## config.mk

```make
export PLATFORM = sky130hd
export DESIGN_NAME = postfix_expression_evaluator
export DESIGN_NICKNAME = d
export VERILOG_FILES = /design/src/rtl/core/pfx_pkg.sv /design/src/rtl/core/pfx_front.sv /design/src/rtl/core/pfx_fifo.sv /design/src/rtl/core/pfx_divider.sv /design/src/rtl/core/pfx_back.sv /design/src/rtl/core/postfix_expression_evaluator.sv
export SDC_FILE = /design/constraint.sdc
export NUM_CORES = 2
export LEC_CHECK = 0
export ABC_AREA = 1
export BUFFER_PORTS_ARGS = -buffer_cell sky130_fd_sc_hd__buf_2
export CAP_MARGIN = 20
export CORE_MARGIN = 5
export CORE_UTILIZATION = 39
export CTS_BUF_LIST = sky130_fd_sc_hd__clkbuf_8
export DETAILED_ROUTE_END_ITERATION = 7
export MAX_ROUTING_LAYER = met4
export SYNTH_ARGS = -nofsm -noshare
export SYNTH_HDL_FRONTEND = slang
export SYNTH_SLANG_ARGS = --single-unit
```

## constraint.sdc

```tcl
create_clock -name clk_i -period 7.3 [get_ports clk_i]
set_clock_uncertainty 0.1 [all_clocks]
set_input_delay 0.365 -clock clk_i [delete_from_list [all_inputs] [get_ports clk_i]]
set_output_delay 0.365 -clock clk_i [all_outputs]
set_load 0.01 [all_outputs]
```

## src/rtl/core/pfx_pkg.sv

```systemverilog
// Shared types and constants of the postfix expression evaluator.
// Used by the front end, the queue, the back end, the top level and the checker.
`timescale 1ns / 1ps

package pfx_pkg;

  // Operand width and stack size.
  localparam int DATA_W      = 32;
  localparam int STACK_DEPTH = 32;
  localparam int IDX_W       = $clog2(STACK_DEPTH);
  localparam int CNT_W       = $clog2(STACK_DEPTH + 1);

  // Depth of the queue between front and back; a power of two, at least 2.
  localparam int QUEUE_DEPTH = 2;

  // Character codes.
  localparam logic [7:0] CHAR_0     = 8'h30;
  localparam logic [7:0] CHAR_9     = 8'h39;
  localparam logic [7:0] CHAR_PLUS  = 8'h2B;
  localparam logic [7:0] CHAR_MINUS = 8'h2D;
  localparam logic [7:0] CHAR_STAR  = 8'h2A;
  localparam logic [7:0] CHAR_SLASH = 8'h2F;

  // Kind of a classified character.
  typedef enum logic [2:0] {
    OP_DIGIT,
    OP_ADD,
    OP_SUB,
    OP_MUL,
    OP_DIV,
    OP_BAD
  } op_kind_e;

  // Error codes reported with a result.
  typedef enum logic [2:0] {
    ERR_NONE      = 3'd0,
    ERR_UNDERFLOW = 3'd1,
    ERR_OVERFLOW  = 3'd2,
    ERR_DIVZERO   = 3'd3,
    ERR_INVALID   = 3'd4
  } err_e;

  // One classified character as it travels from front to back.
  typedef struct packed {
    op_kind_e   kind;
    logic [3:0] digit;
    logic       last;
  } op_t;

endpackage

```

## src/rtl/core/pfx_front.sv

```systemverilog
// Front end: accepts characters and classifies them into operations.
// Depends on pfx_pkg for the character codes and the op_t type.
`timescale 1ns / 1ps

module pfx_front import pfx_pkg::*; (
  input  logic       clk_i,
  input  logic       rst_ni,
  input  logic       in_valid_i,
  output logic       in_ready_o,
  input  logic [7:0] symbol_i,
  input  logic       last_i,
  output logic       op_valid_o,
  input  logic       op_ready_i,
  output op_t        op_o
);

  logic       valid_q;
  op_t        op_q;
  op_t        op_d;
  logic [7:0] offset;

  // Classify the incoming character.
  always_comb begin
    offset      = symbol_i - CHAR_0;
    op_d.digit  = offset[3:0];
    op_d.last   = last_i;
    priority if (symbol_i >= CHAR_0 && symbol_i <= CHAR_9) begin
      op_d.kind = OP_DIGIT;
    end else if (symbol_i == CHAR_PLUS) begin
      op_d.kind = OP_ADD;
    end else if (symbol_i == CHAR_MINUS) begin
      op_d.kind = OP_SUB;
    end else if (symbol_i == CHAR_STAR) begin
      op_d.kind = OP_MUL;
    end else if (symbol_i == CHAR_SLASH) begin
      op_d.kind = OP_DIV;
    end else begin
      op_d.kind = OP_BAD;
    end
  end

  // A new transfer is taken whenever the holding register is free or drains now.
  assign in_ready_o = !valid_q || op_ready_i;

  // Holding register toward the queue.
  always_ff @(posedge clk_i or negedge rst_ni) begin
    if (!rst_ni) begin
      valid_q <= 1'b0;
      op_q    <= '0;
    end else if (in_valid_i && in_ready_o) begin
      valid_q <= 1'b1;
      op_q    <= op_d;
    end else if (op_ready_i) begin
      valid_q <= 1'b0;
    end
  end

  assign op_valid_o = valid_q;
  assign op_o       = op_q;

endmodule

```

## src/rtl/core/pfx_fifo.sv

```systemverilog
// Short queue of classified operations between front and back end.
// Depends on pfx_pkg for op_t and QUEUE_DEPTH.
`timescale 1ns / 1ps

module pfx_fifo import pfx_pkg::*; (
  input  logic clk_i,
  input  logic rst_ni,
  input  logic push_valid_i,
  output logic push_ready_o,
  input  op_t  push_op_i,
  output logic pop_valid_o,
  input  logic pop_ready_i,
  output op_t  pop_op_o
);

  localparam int PTR_W = $clog2(QUEUE_DEPTH);
  localparam int FILL_W = $clog2(QUEUE_DEPTH + 1);

  op_t               slots_q [QUEUE_DEPTH];
  logic [PTR_W-1:0]  wr_ptr_q;
  logic [PTR_W-1:0]  rd_ptr_q;
  logic [FILL_W-1:0] fill_q;
  logic              do_push;
  logic              do_pop;

  assign push_ready_o = (fill_q != FILL_W'(QUEUE_DEPTH));
  assign pop_valid_o  = (fill_q != '0);
  assign pop_op_o     = slots_q[rd_ptr_q];
  assign do_push      = push_valid_i && push_ready_o;
  assign do_pop       = pop_valid_o && pop_ready_i;

  // Pointers wrap on their own since the depth is a power of two.
  always_ff @(posedge clk_i or negedge rst_ni) begin
    if (!rst_ni) begin
      wr_ptr_q <= '0;
      rd_ptr_q <= '0;
      fill_q   <= '0;
    end else begin
      if (do_push) begin
        wr_ptr_q <= wr_ptr_q + PTR_W'(1);
      end
      if (do_pop) begin
        rd_ptr_q <= rd_ptr_q + PTR_W'(1);
      end
      if (do_push && !do_pop) begin
        fill_q <= fill_q + FILL_W'(1);
      end else if (do_pop && !do_push) begin
        fill_q <= fill_q - FILL_W'(1);
      end
    end
  end

  // Queue storage.
  always_ff @(posedge clk_i) begin
    if (do_push) begin
      slots_q[wr_ptr_q] <= push_op_i;
    end
  end

endmodule

```

## src/rtl/core/pfx_divider.sv

```systemverilog
// Iterative signed divider, one quotient bit per cycle, truncating toward zero.
// Depends on pfx_pkg for DATA_W.
`timescale 1ns / 1ps

module pfx_divider import pfx_pkg::*; (
  input  logic              clk_i,
  input  logic              rst_ni,
  input  logic              start_i,
  input  logic [DATA_W-1:0] dividend_i,
  input  logic [DATA_W-1:0] divisor_i,
  output logic              done_o,
  output logic [DATA_W-1:0] quotient_o
);

  localparam int STEP_W = $clog2(DATA_W + 1);

  logic              busy_q;
  logic              done_q;
  logic [STEP_W-1:0] steps_q;
  logic [DATA_W-1:0] rem_q;
  logic [DATA_W-1:0] quo_q;
  logic [DATA_W-1:0] den_q;
  logic              neg_q;
  logic [DATA_W:0]   shifted;
  logic [DATA_W:0]   diff;

  // One restoring step: bring down the next dividend bit and try to subtract.
  assign shifted = {rem_q, quo_q[DATA_W-1]};
  assign diff    = shifted - {1'b0, den_q};

  always_ff @(posedge clk_i or negedge rst_ni) begin
    if (!rst_ni) begin
      busy_q  <= 1'b0;
      done_q  <= 1'b0;
      steps_q <= '0;
      rem_q   <= '0;
      quo_q   <= '0;
      den_q   <= '0;
      neg_q   <= 1'b0;
    end else begin
      // Done pulses for one cycle right after the final step.
      done_q <= busy_q && (steps_q == STEP_W'(1));
      if (start_i && !busy_q) begin
        // Work on magnitudes; the sign is applied at the end.
        busy_q  <= 1'b1;
        steps_q <= STEP_W'(DATA_W);
        rem_q   <= '0;
        quo_q   <= dividend_i[DATA_W-1] ? (DATA_W'(0) - dividend_i) : dividend_i;
        den_q   <= divisor_i[DATA_W-1] ? (DATA_W'(0) - divisor_i) : divisor_i;
        neg_q   <= dividend_i[DATA_W-1] ^ divisor_i[DATA_W-1];
      end else if (busy_q) begin
        if (!diff[DATA_W]) begin
          rem_q <= diff[DATA_W-1:0];
        end else begin
          rem_q <= shifted[DATA_W-1:0];
        end
        quo_q   <= {quo_q[DATA_W-2:0], ~diff[DATA_W]};
        steps_q <= steps_q - STEP_W'(1);
        if (steps_q == STEP_W'(1)) begin
          busy_q <= 1'b0;
        end
      end
    end
  end

  assign done_o     = done_q;
  assign quotient_o = neg_q ? (DATA_W'(0) - quo_q) : quo_q;

endmodule

```

## src/rtl/core/pfx_back.sv

```systemverilog
// Back end: operand stack, arithmetic and result register.
// Depends on pfx_pkg and instantiates pfx_divider.
`timescale 1ns / 1ps

module pfx_back import pfx_pkg::*; (
  input  logic                     clk_i,
  input  logic                     rst_ni,
  input  logic                     op_valid_i,
  output logic                     op_ready_o,
  input  op_t                      op_i,
  output logic                     out_valid_o,
  input  logic                     out_ready_i,
  output logic signed [DATA_W-1:0] out_value_o,
  output logic [2:0]               out_error_o
);

  typedef enum logic [1:0] {
    ST_IDLE,
    ST_EXEC,
    ST_DIV,
    ST_EMIT
  } state_e;

  state_e            state_q;
  op_t               op_q;
  logic [DATA_W-1:0] tos_q;
  logic [CNT_W-1:0]  cnt_q;
  err_e              err_q;
  logic              out_valid_q;
  logic [DATA_W-1:0] out_value_q;
  err_e              out_error_q;

  // Stack entries below the top; the top itself lives in tos_q.
  logic [DATA_W-1:0] stack_mem [STACK_DEPTH];
  logic [DATA_W-1:0] rd_data_q;

  logic              take;
  logic              full;
  logic              push_wr;
  logic [CNT_W-1:0]  cnt_m1;
  logic [CNT_W-1:0]  cnt_m2;
  logic [IDX_W-1:0]  wr_idx;
  logic [IDX_W-1:0]  rd_idx;
  logic [DATA_W-1:0] alu_res;
  logic              div_start;
  logic              div_done;
  logic [DATA_W-1:0] div_quot;

  assign op_ready_o = (state_q == ST_IDLE);
  assign take       = op_valid_i && op_ready_o;
  assign full       = (cnt_q == CNT_W'(STACK_DEPTH));
  assign cnt_m1     = cnt_q - CNT_W'(1);
  assign cnt_m2     = cnt_q - CNT_W'(2);
  assign wr_idx     = cnt_m1[IDX_W-1:0];
  assign rd_idx     = cnt_m2[IDX_W-1:0];

  // A digit spills the old top into memory unless the stack was empty.
  assign push_wr = take && (err_q == ERR_NONE) && (op_i.kind == OP_DIGIT) &&
                   !full && (cnt_q != '0);

  // Stack memory: one write port, one registered read port at the left operand.
  always_ff @(posedge clk_i) begin
    if (push_wr) begin
      stack_mem[wr_idx] <= tos_q;
    end
    rd_data_q <= stack_mem[rd_idx];
  end

  // Add, subtract and multiply; the left operand comes from memory.
  always_comb begin
    unique case (op_q.kind)
      OP_ADD:  alu_res = rd_data_q + tos_q;
      OP_SUB:  alu_res = rd_data_q - tos_q;
      OP_MUL:  alu_res = rd_data_q * tos_q;
      default: alu_res = rd_data_q + tos_q;
    endcase
  end

  assign div_start = (state_q == ST_EXEC) && (op_q.kind == OP_DIV);

  pfx_divider u_divider (
    .clk_i      (clk_i),
    .rst_ni     (rst_ni),
    .start_i    (div_start),
    .dividend_i (rd_data_q),
    .divisor_i  (tos_q),
    .done_o     (div_done),
    .quotient_o (div_quot)
  );

  // Sequencer with the stack pointer, error flag and result register.
  always_ff @(posedge clk_i or negedge rst_ni) begin
    if (!rst_ni) begin
      state_q     <= ST_IDLE;
      op_q        <= '0;
      tos_q       <= '0;
      cnt_q       <= '0;
      err_q       <= ERR_NONE;
      out_valid_q <= 1'b0;
      out_value_q <= '0;
      out_error_q <= ERR_NONE;
    end else begin
      // A transferred result is dropped unless a new one is loaded in its place.
      if (out_valid_q && out_ready_i && (state_q != ST_EMIT)) begin
        out_valid_q <= 1'b0;
      end
      unique case (state_q)
        ST_IDLE: begin
          if (take) begin
            op_q <= op_i;
            if (err_q != ERR_NONE) begin
              // After an error the rest of the expression is skipped.
              state_q <= op_i.last ? ST_EMIT : ST_IDLE;
            end else begin
              unique case (op_i.kind)
                OP_DIGIT: begin
                  if (full) begin
                    err_q <= ERR_OVERFLOW;
                  end else begin
                    tos_q <= DATA_W'(op_i.digit);
                    cnt_q <= cnt_q + CNT_W'(1);
                  end
                  state_q <= op_i.last ? ST_EMIT : ST_IDLE;
                end
                OP_ADD, OP_SUB, OP_MUL, OP_DIV: begin
                  if (cnt_q < CNT_W'(2)) begin
                    err_q   <= ERR_UNDERFLOW;
                    state_q <= op_i.last ? ST_EMIT : ST_IDLE;
                  end else if (op_i.kind == OP_DIV && tos_q == '0) begin
                    err_q   <= ERR_DIVZERO;
                    state_q <= op_i.last ? ST_EMIT : ST_IDLE;
                  end else begin
                    state_q <= ST_EXEC;
                  end
                end
                default: begin
                  err_q   <= ERR_INVALID;
                  state_q <= op_i.last ? ST_EMIT : ST_IDLE;
                end
              endcase
            end
          end
        end
        ST_EXEC: begin
          if (op_q.kind == OP_DIV) begin
            state_q <= ST_DIV;
          end else begin
            tos_q   <= alu_res;
            cnt_q   <= cnt_m1;
            state_q <= op_q.last ? ST_EMIT : ST_IDLE;
          end
        end
        ST_DIV: begin
          if (div_done) begin
            tos_q   <= div_quot;
            cnt_q   <= cnt_m1;
            state_q <= op_q.last ? ST_EMIT : ST_IDLE;
          end
        end
        ST_EMIT: begin
          // Hand the result over once the output register is free.
          if (!out_valid_q || out_ready_i) begin
            out_valid_q <= 1'b1;
            out_value_q <= (cnt_q != '0) ? tos_q : '0;
            if (err_q != ERR_NONE) begin
              out_error_q <= err_q;
            end else if (cnt_q == '0) begin
              out_error_q <= ERR_UNDERFLOW;
            end else begin
              out_error_q <= ERR_NONE;
            end
            cnt_q   <= '0;
            err_q   <= ERR_NONE;
            state_q <= ST_IDLE;
          end
        end
        default: begin
          state_q <= ST_IDLE;
        end
      endcase
    end
  end

  assign out_valid_o = out_valid_q;
  assign out_value_o = out_value_q;
  assign out_error_o = out_error_q;

endmodule

```

## src/rtl/core/postfix_expression_evaluator.sv

```systemverilog
// Postfix (reverse Polish) expression evaluator: one ASCII character per
// input transfer, the final character flagged by tlast. Digits push their
// value, + - * / combine the two top entries with 32-bit wrapping, and
// division truncates toward zero. After the final character one output
// transfer carries the top of the stack (0 if empty) and an error code
// (0 ok, 1 underflow, 2 overflow, 3 divide by zero, 4 invalid character);
// only the first error of an expression is reported, later characters are
// skipped, and the stack is cleared for the next expression. The front end
// accepts one character per cycle into a two-entry queue while it has room;
// the back end takes the next character only once it is idle again: + - *
// do one registered stack-memory read, then the ALU; / does the read,
// divider start, 32 bit-serial steps and write-back; and the final
// character also loads the output register. Stack depth is 32 entries;
// no clearing pass is needed.
// Depends on pfx_pkg, pfx_front, pfx_fifo, pfx_back and pfx_divider.
`timescale 1ns / 1ps

module postfix_expression_evaluator import pfx_pkg::*; (
  input  logic                     clk_i,
  input  logic                     rst_ni,
  input  logic                     s_axis_tvalid,
  output logic                     s_axis_tready,
  input  logic [7:0]               s_axis_tdata,   // [7:0] symbol
  input  logic                     s_axis_tlast,   // last
  output logic                     m_axis_tvalid,
  input  logic                     m_axis_tready,
  output logic signed [DATA_W-1:0] m_axis_tdata,   // [31:0] value
  output logic [2:0]               m_axis_tuser    // [2:0] error
);

  logic front_valid;
  logic front_ready;
  op_t  front_op;
  logic queue_valid;
  logic queue_ready;
  op_t  queue_op;

  pfx_front u_front (
    .clk_i      (clk_i),
    .rst_ni     (rst_ni),
    .in_valid_i (s_axis_tvalid),
    .in_ready_o (s_axis_tready),
    .symbol_i   (s_axis_tdata),
    .last_i     (s_axis_tlast),
    .op_valid_o (front_valid),
    .op_ready_i (front_ready),
    .op_o       (front_op)
  );

  pfx_fifo u_queue (
    .clk_i        (clk_i),
    .rst_ni       (rst_ni),
    .push_valid_i (front_valid),
    .push_ready_o (front_ready),
    .push_op_i    (front_op),
    .pop_valid_o  (queue_valid),
    .pop_ready_i  (queue_ready),
    .pop_op_o     (queue_op)
  );

  pfx_back u_back (
    .clk_i       (clk_i),
    .rst_ni      (rst_ni),
    .op_valid_i  (queue_valid),
    .op_ready_o  (queue_ready),
    .op_i        (queue_op),
    .out_valid_o (m_axis_tvalid),
    .out_ready_i (m_axis_tready),
    .out_value_o (m_axis_tdata),
    .out_error_o (m_axis_tuser)
  );

endmodule

```

==> out/results.ini <==
[run_status]
status=finished, violations left
violations=negative hold slack

[global_routing]
grt_max_degree=198
grtUsageTotal_pct=24.3
antenna_found_initial=2
grt_pass1_wl_um=353000
grt_overflow=0
grt_pass1_vias=55100

[worst_setup_path]
crit_top_cell=fa_1
critPathRequiredTime_ns=7.97
r2r_end=u_back.tos_q[17]
crit_start=u_back.rd_data_q[13]
cp_slowest_cell=fa_1
cp-endpoint=u_back.tos_q[17]
critPathBufInv=5
critPathMaxStageDelay_ns=0.56
r2r_setup_slack_ns=0.16
cp_top_family=adder cells
start_kind=flip-flop
crit_cells=25
end_kind=flip-flop
reg2regPathDepth=25
crit_type=flip-flop to flip-flop
crit_fanout=8
reg2reg_from=u_back.rd_data_q[13]
cp.arrival_ns=7.80

[synth]
synthAdderAreaFrac_pct=14.7
synth_edf_count=1040
yosys_warnings=0
synth_area_leaders=edfxtp_1, fa_1, dfrtp_1
syn_area_per_cell_um2=9.83
yosys-mux-area-fraction_pct=0.0409
synth_top_cell_by_area=edfxtp_1
syn_inst=7462
yosys-top-cells-count=nand2_1, edfxtp_1, inv_1, nor2_1, o21ai_0
synth_compound_area_share_pct=12.6
synth_top_area_share_pct=42.6
synth_ff_type=edfxtp_1
yosysMostFrequentCell=nand2_1
synth-simple-area-share_pct=13.3
synth-seq-area-share_pct=50.3
syn_area_um2=73400
async_reset_ff_share_pct=15.8
synth_top_family_by_area=adder cells
synth.distinct_cells=69
synthXorXnorAreaFrac_pct=1.41
ys_ff_latch=1273
synth.net_count=8092

[sta]
finalSetupViolCount=0
setup_slack_ns=0.162
period_minus_slack_ns=7.14
tightest_slew_ns=1.16
fin_tns_setup_ns=0
rsz0062_at_grt=no
fin_crit_sh_pct=97.8
hold_violations=1
max_freq_mhz=140
max_slew_margin_pct=22.6
final-max-slew-violation-count=0
hold_ws_ns=-0.0105

[finish]
final_cells=10200
finish.utilization_pct=43.7
drive_above_1_share_pct=9.19
nFillCells=17800
area_growth_syn_to_layout_pct=11.5
nets=8191

[placed_design]
gp_congestion=0.958
dp.cells=9824
numPortBuffers=49
place_ws_ns=0.0280
dp_hpwl_um=156000

[clock_network]
clockBufferDepth=3
cts.sinks=1273
htreeDepth=4
cts_root_buf=clkbuf_8
clock_latency_ns=0.96
numCtsBuffers=200
cts_tree=built
cts.clk_slew.worst_paths_ns=0.07

[floorplan]
die_x_um=444
die_h_um=444
start_util_pct=39.1
die_area_um2=197000
num_rows=159
core_area_um2=187000
io_pins=50

[drt]
drtPass1Iterations=5
drc=0
first_iter_violations=5890
postRouteAntennaNets=0
avgRoutedWirePerCell_um=23.2
wirelength_um=237000
vias=55900
vias_per_cell=5.47

[run]
max-cap-violations=0

[min_path]
hp-class=input pin to async pin

## registers in the layout (all words and copies together) (netlist names), 6 cells and up
signal,count
u_back.stack_mem,1024
u_back.rd_data_q,32
u_queue.slots_q,16
u_back.u_divider.quo_q,32
u_back.out_value_o,32
u_back.tos_q,32
u_back.u_divider.den_q,32
u_back.cnt_q,6
u_back.u_divider.steps_q,6
u_back.u_divider.rem_q,32
u_front.op_o,8
## repair_timing
action | CTS | global route
setup buffers | 0 | 6
hold endpoints to repair | 119 | 0
hold buffers | 21 | 0
endpoints found under the setup margin | 1 | 14
gates resized for setup | 1 | 36
## layout by cell type (no fill, tap or decap), drive strengths merged, types with 4 or more instances in the layout
| cell | Yosys | layout |
|---|---|---|
| nand3 | 218 | 218 |
| nor4 | 15 | 15 |
| a21oi | 188 | 188 |
| a21o | 14 | 14 |
| dlygate4sd3 | 0 | 21 |
| a32oi | 38 | 38 |
| a22oi | 4 | 4 |
| or2 | 14 | 14 |
| edfxtp | 1040 | 1040 |
| o221ai | 184 | 184 |
| o21a | 9 | 9 |
| dfrtp | 201 | 201 |
| a21boi | 4 | 4 |
| o31ai | 43 | 43 |
| a221oi | 5 | 5 |
| xnor2 | 43 | 43 |
| buf | 77 | 312 |
| ha | 207 | 207 |
| a211oi | 4 | 4 |
| o22ai | 89 | 89 |
| nor2 | 844 | 844 |
| nor3 | 52 | 52 |
| nand4 | 32 | 32 |
| clkbuf | 360 | 210 |
| dfxtp | 32 | 32 |
| nand3b | 8 | 8 |
| fa | 410 | 410 |
| nand2 | 1222 | 1222 |
| o21ai | 857 | 857 |
| o211ai | 55 | 55 |
| a31oi | 47 | 47 |
| clkinv | 5 | 58 |
| xor2 | 75 | 75 |
| inv | 1037 | 1128 |
| o21bai | 8 | 8 |
## routing by layer
layer / share of wire (%) / up-vias / global-route usage [%]
met3: 7.9 / 366 / 3.79
li1: - / 25300 / -
met2: 46 / 2323 / 37.2
met5: 0 / - / -
met4: 3.2 / 0 / 7.87
met1: 43 / 27900 / 33.3
## cell type report
class,count,area (µm²),share of cell area [%]
Tap cell,2495,3120,3.82
Clock inverter,149,848,1.04
Antenna cell,3,7.51,0.00918
Inverter,1042,3940,4.81
Multi-Input combinational cell,4710,31200,38.1
Timing Repair Buffer,334,2880,3.52
Sequential cell,1273,37000,45.2
Clock buffer,209,2880,3.52
## worst register-to-register path, cell delays in order (launching register included)
cell and delay (ns):
dfxtp_2 0.40, buf_4 0.20, buf_4 0.19, nand2_1 0.07, inv_1 0.05, fa_1 0.53
inv_1 0.05, fa_1 0.42, fa_1 0.52, fa_1 0.56, inv_1 0.06, fa_1 0.45
ha_1 0.30, fa_1 0.54, fa_1 0.44, ha_1 0.37, a21oi_1 0.23, o21ai_0 0.21
nor2_1 0.15, o41ai_1 0.10, xnor2_1 0.19, a21oi_1 0.27, nand2_1 0.09, nand2_1 0.06
nand2_1 0.05, o21ai_1 0.37
## how the worst min path moves through the flow
| stage | cells past startpoint | end | slack [ns] |
|---|---|---|---|
| after floorplan | 0 | u_back.cnt_q[0] | -0.03 |
| after global placement | 0 | u_queue.slots_q[0][5] | 0.35 |
| after detailed placement | 0 | u_queue.slots_q[1][5] | 0.36 |
| after CTS | 2 | u_back.tos_q[6] | 0.02 |
| after global routing | 2 | u_back.tos_q[6] | 0.07 |
| final | 2 | u_back.tos_q[6] | -0.01 |
## cells by family after synthesis
family          count (synthesis)
compound gates               1561
xor+xnor                      118
fa+ha+maj                     617
buf+inv                      1479
flops                        1273
mux                             3
simple gates                 2411
## stage by stage
stage                     hold slack [ns]  cell area [µm²]
after global routing               0.0744            81800
final                             -0.0105            81800
after detailed placement            0.360            77600
after CTS                          0.0157            81600
after floorplan                   -0.0306            73400
after global placement              0.351            77600
Power is left out: the tool's default activity adds up to more than one toggle a clock period on the data nets, which glitch-free logic cannot reach.
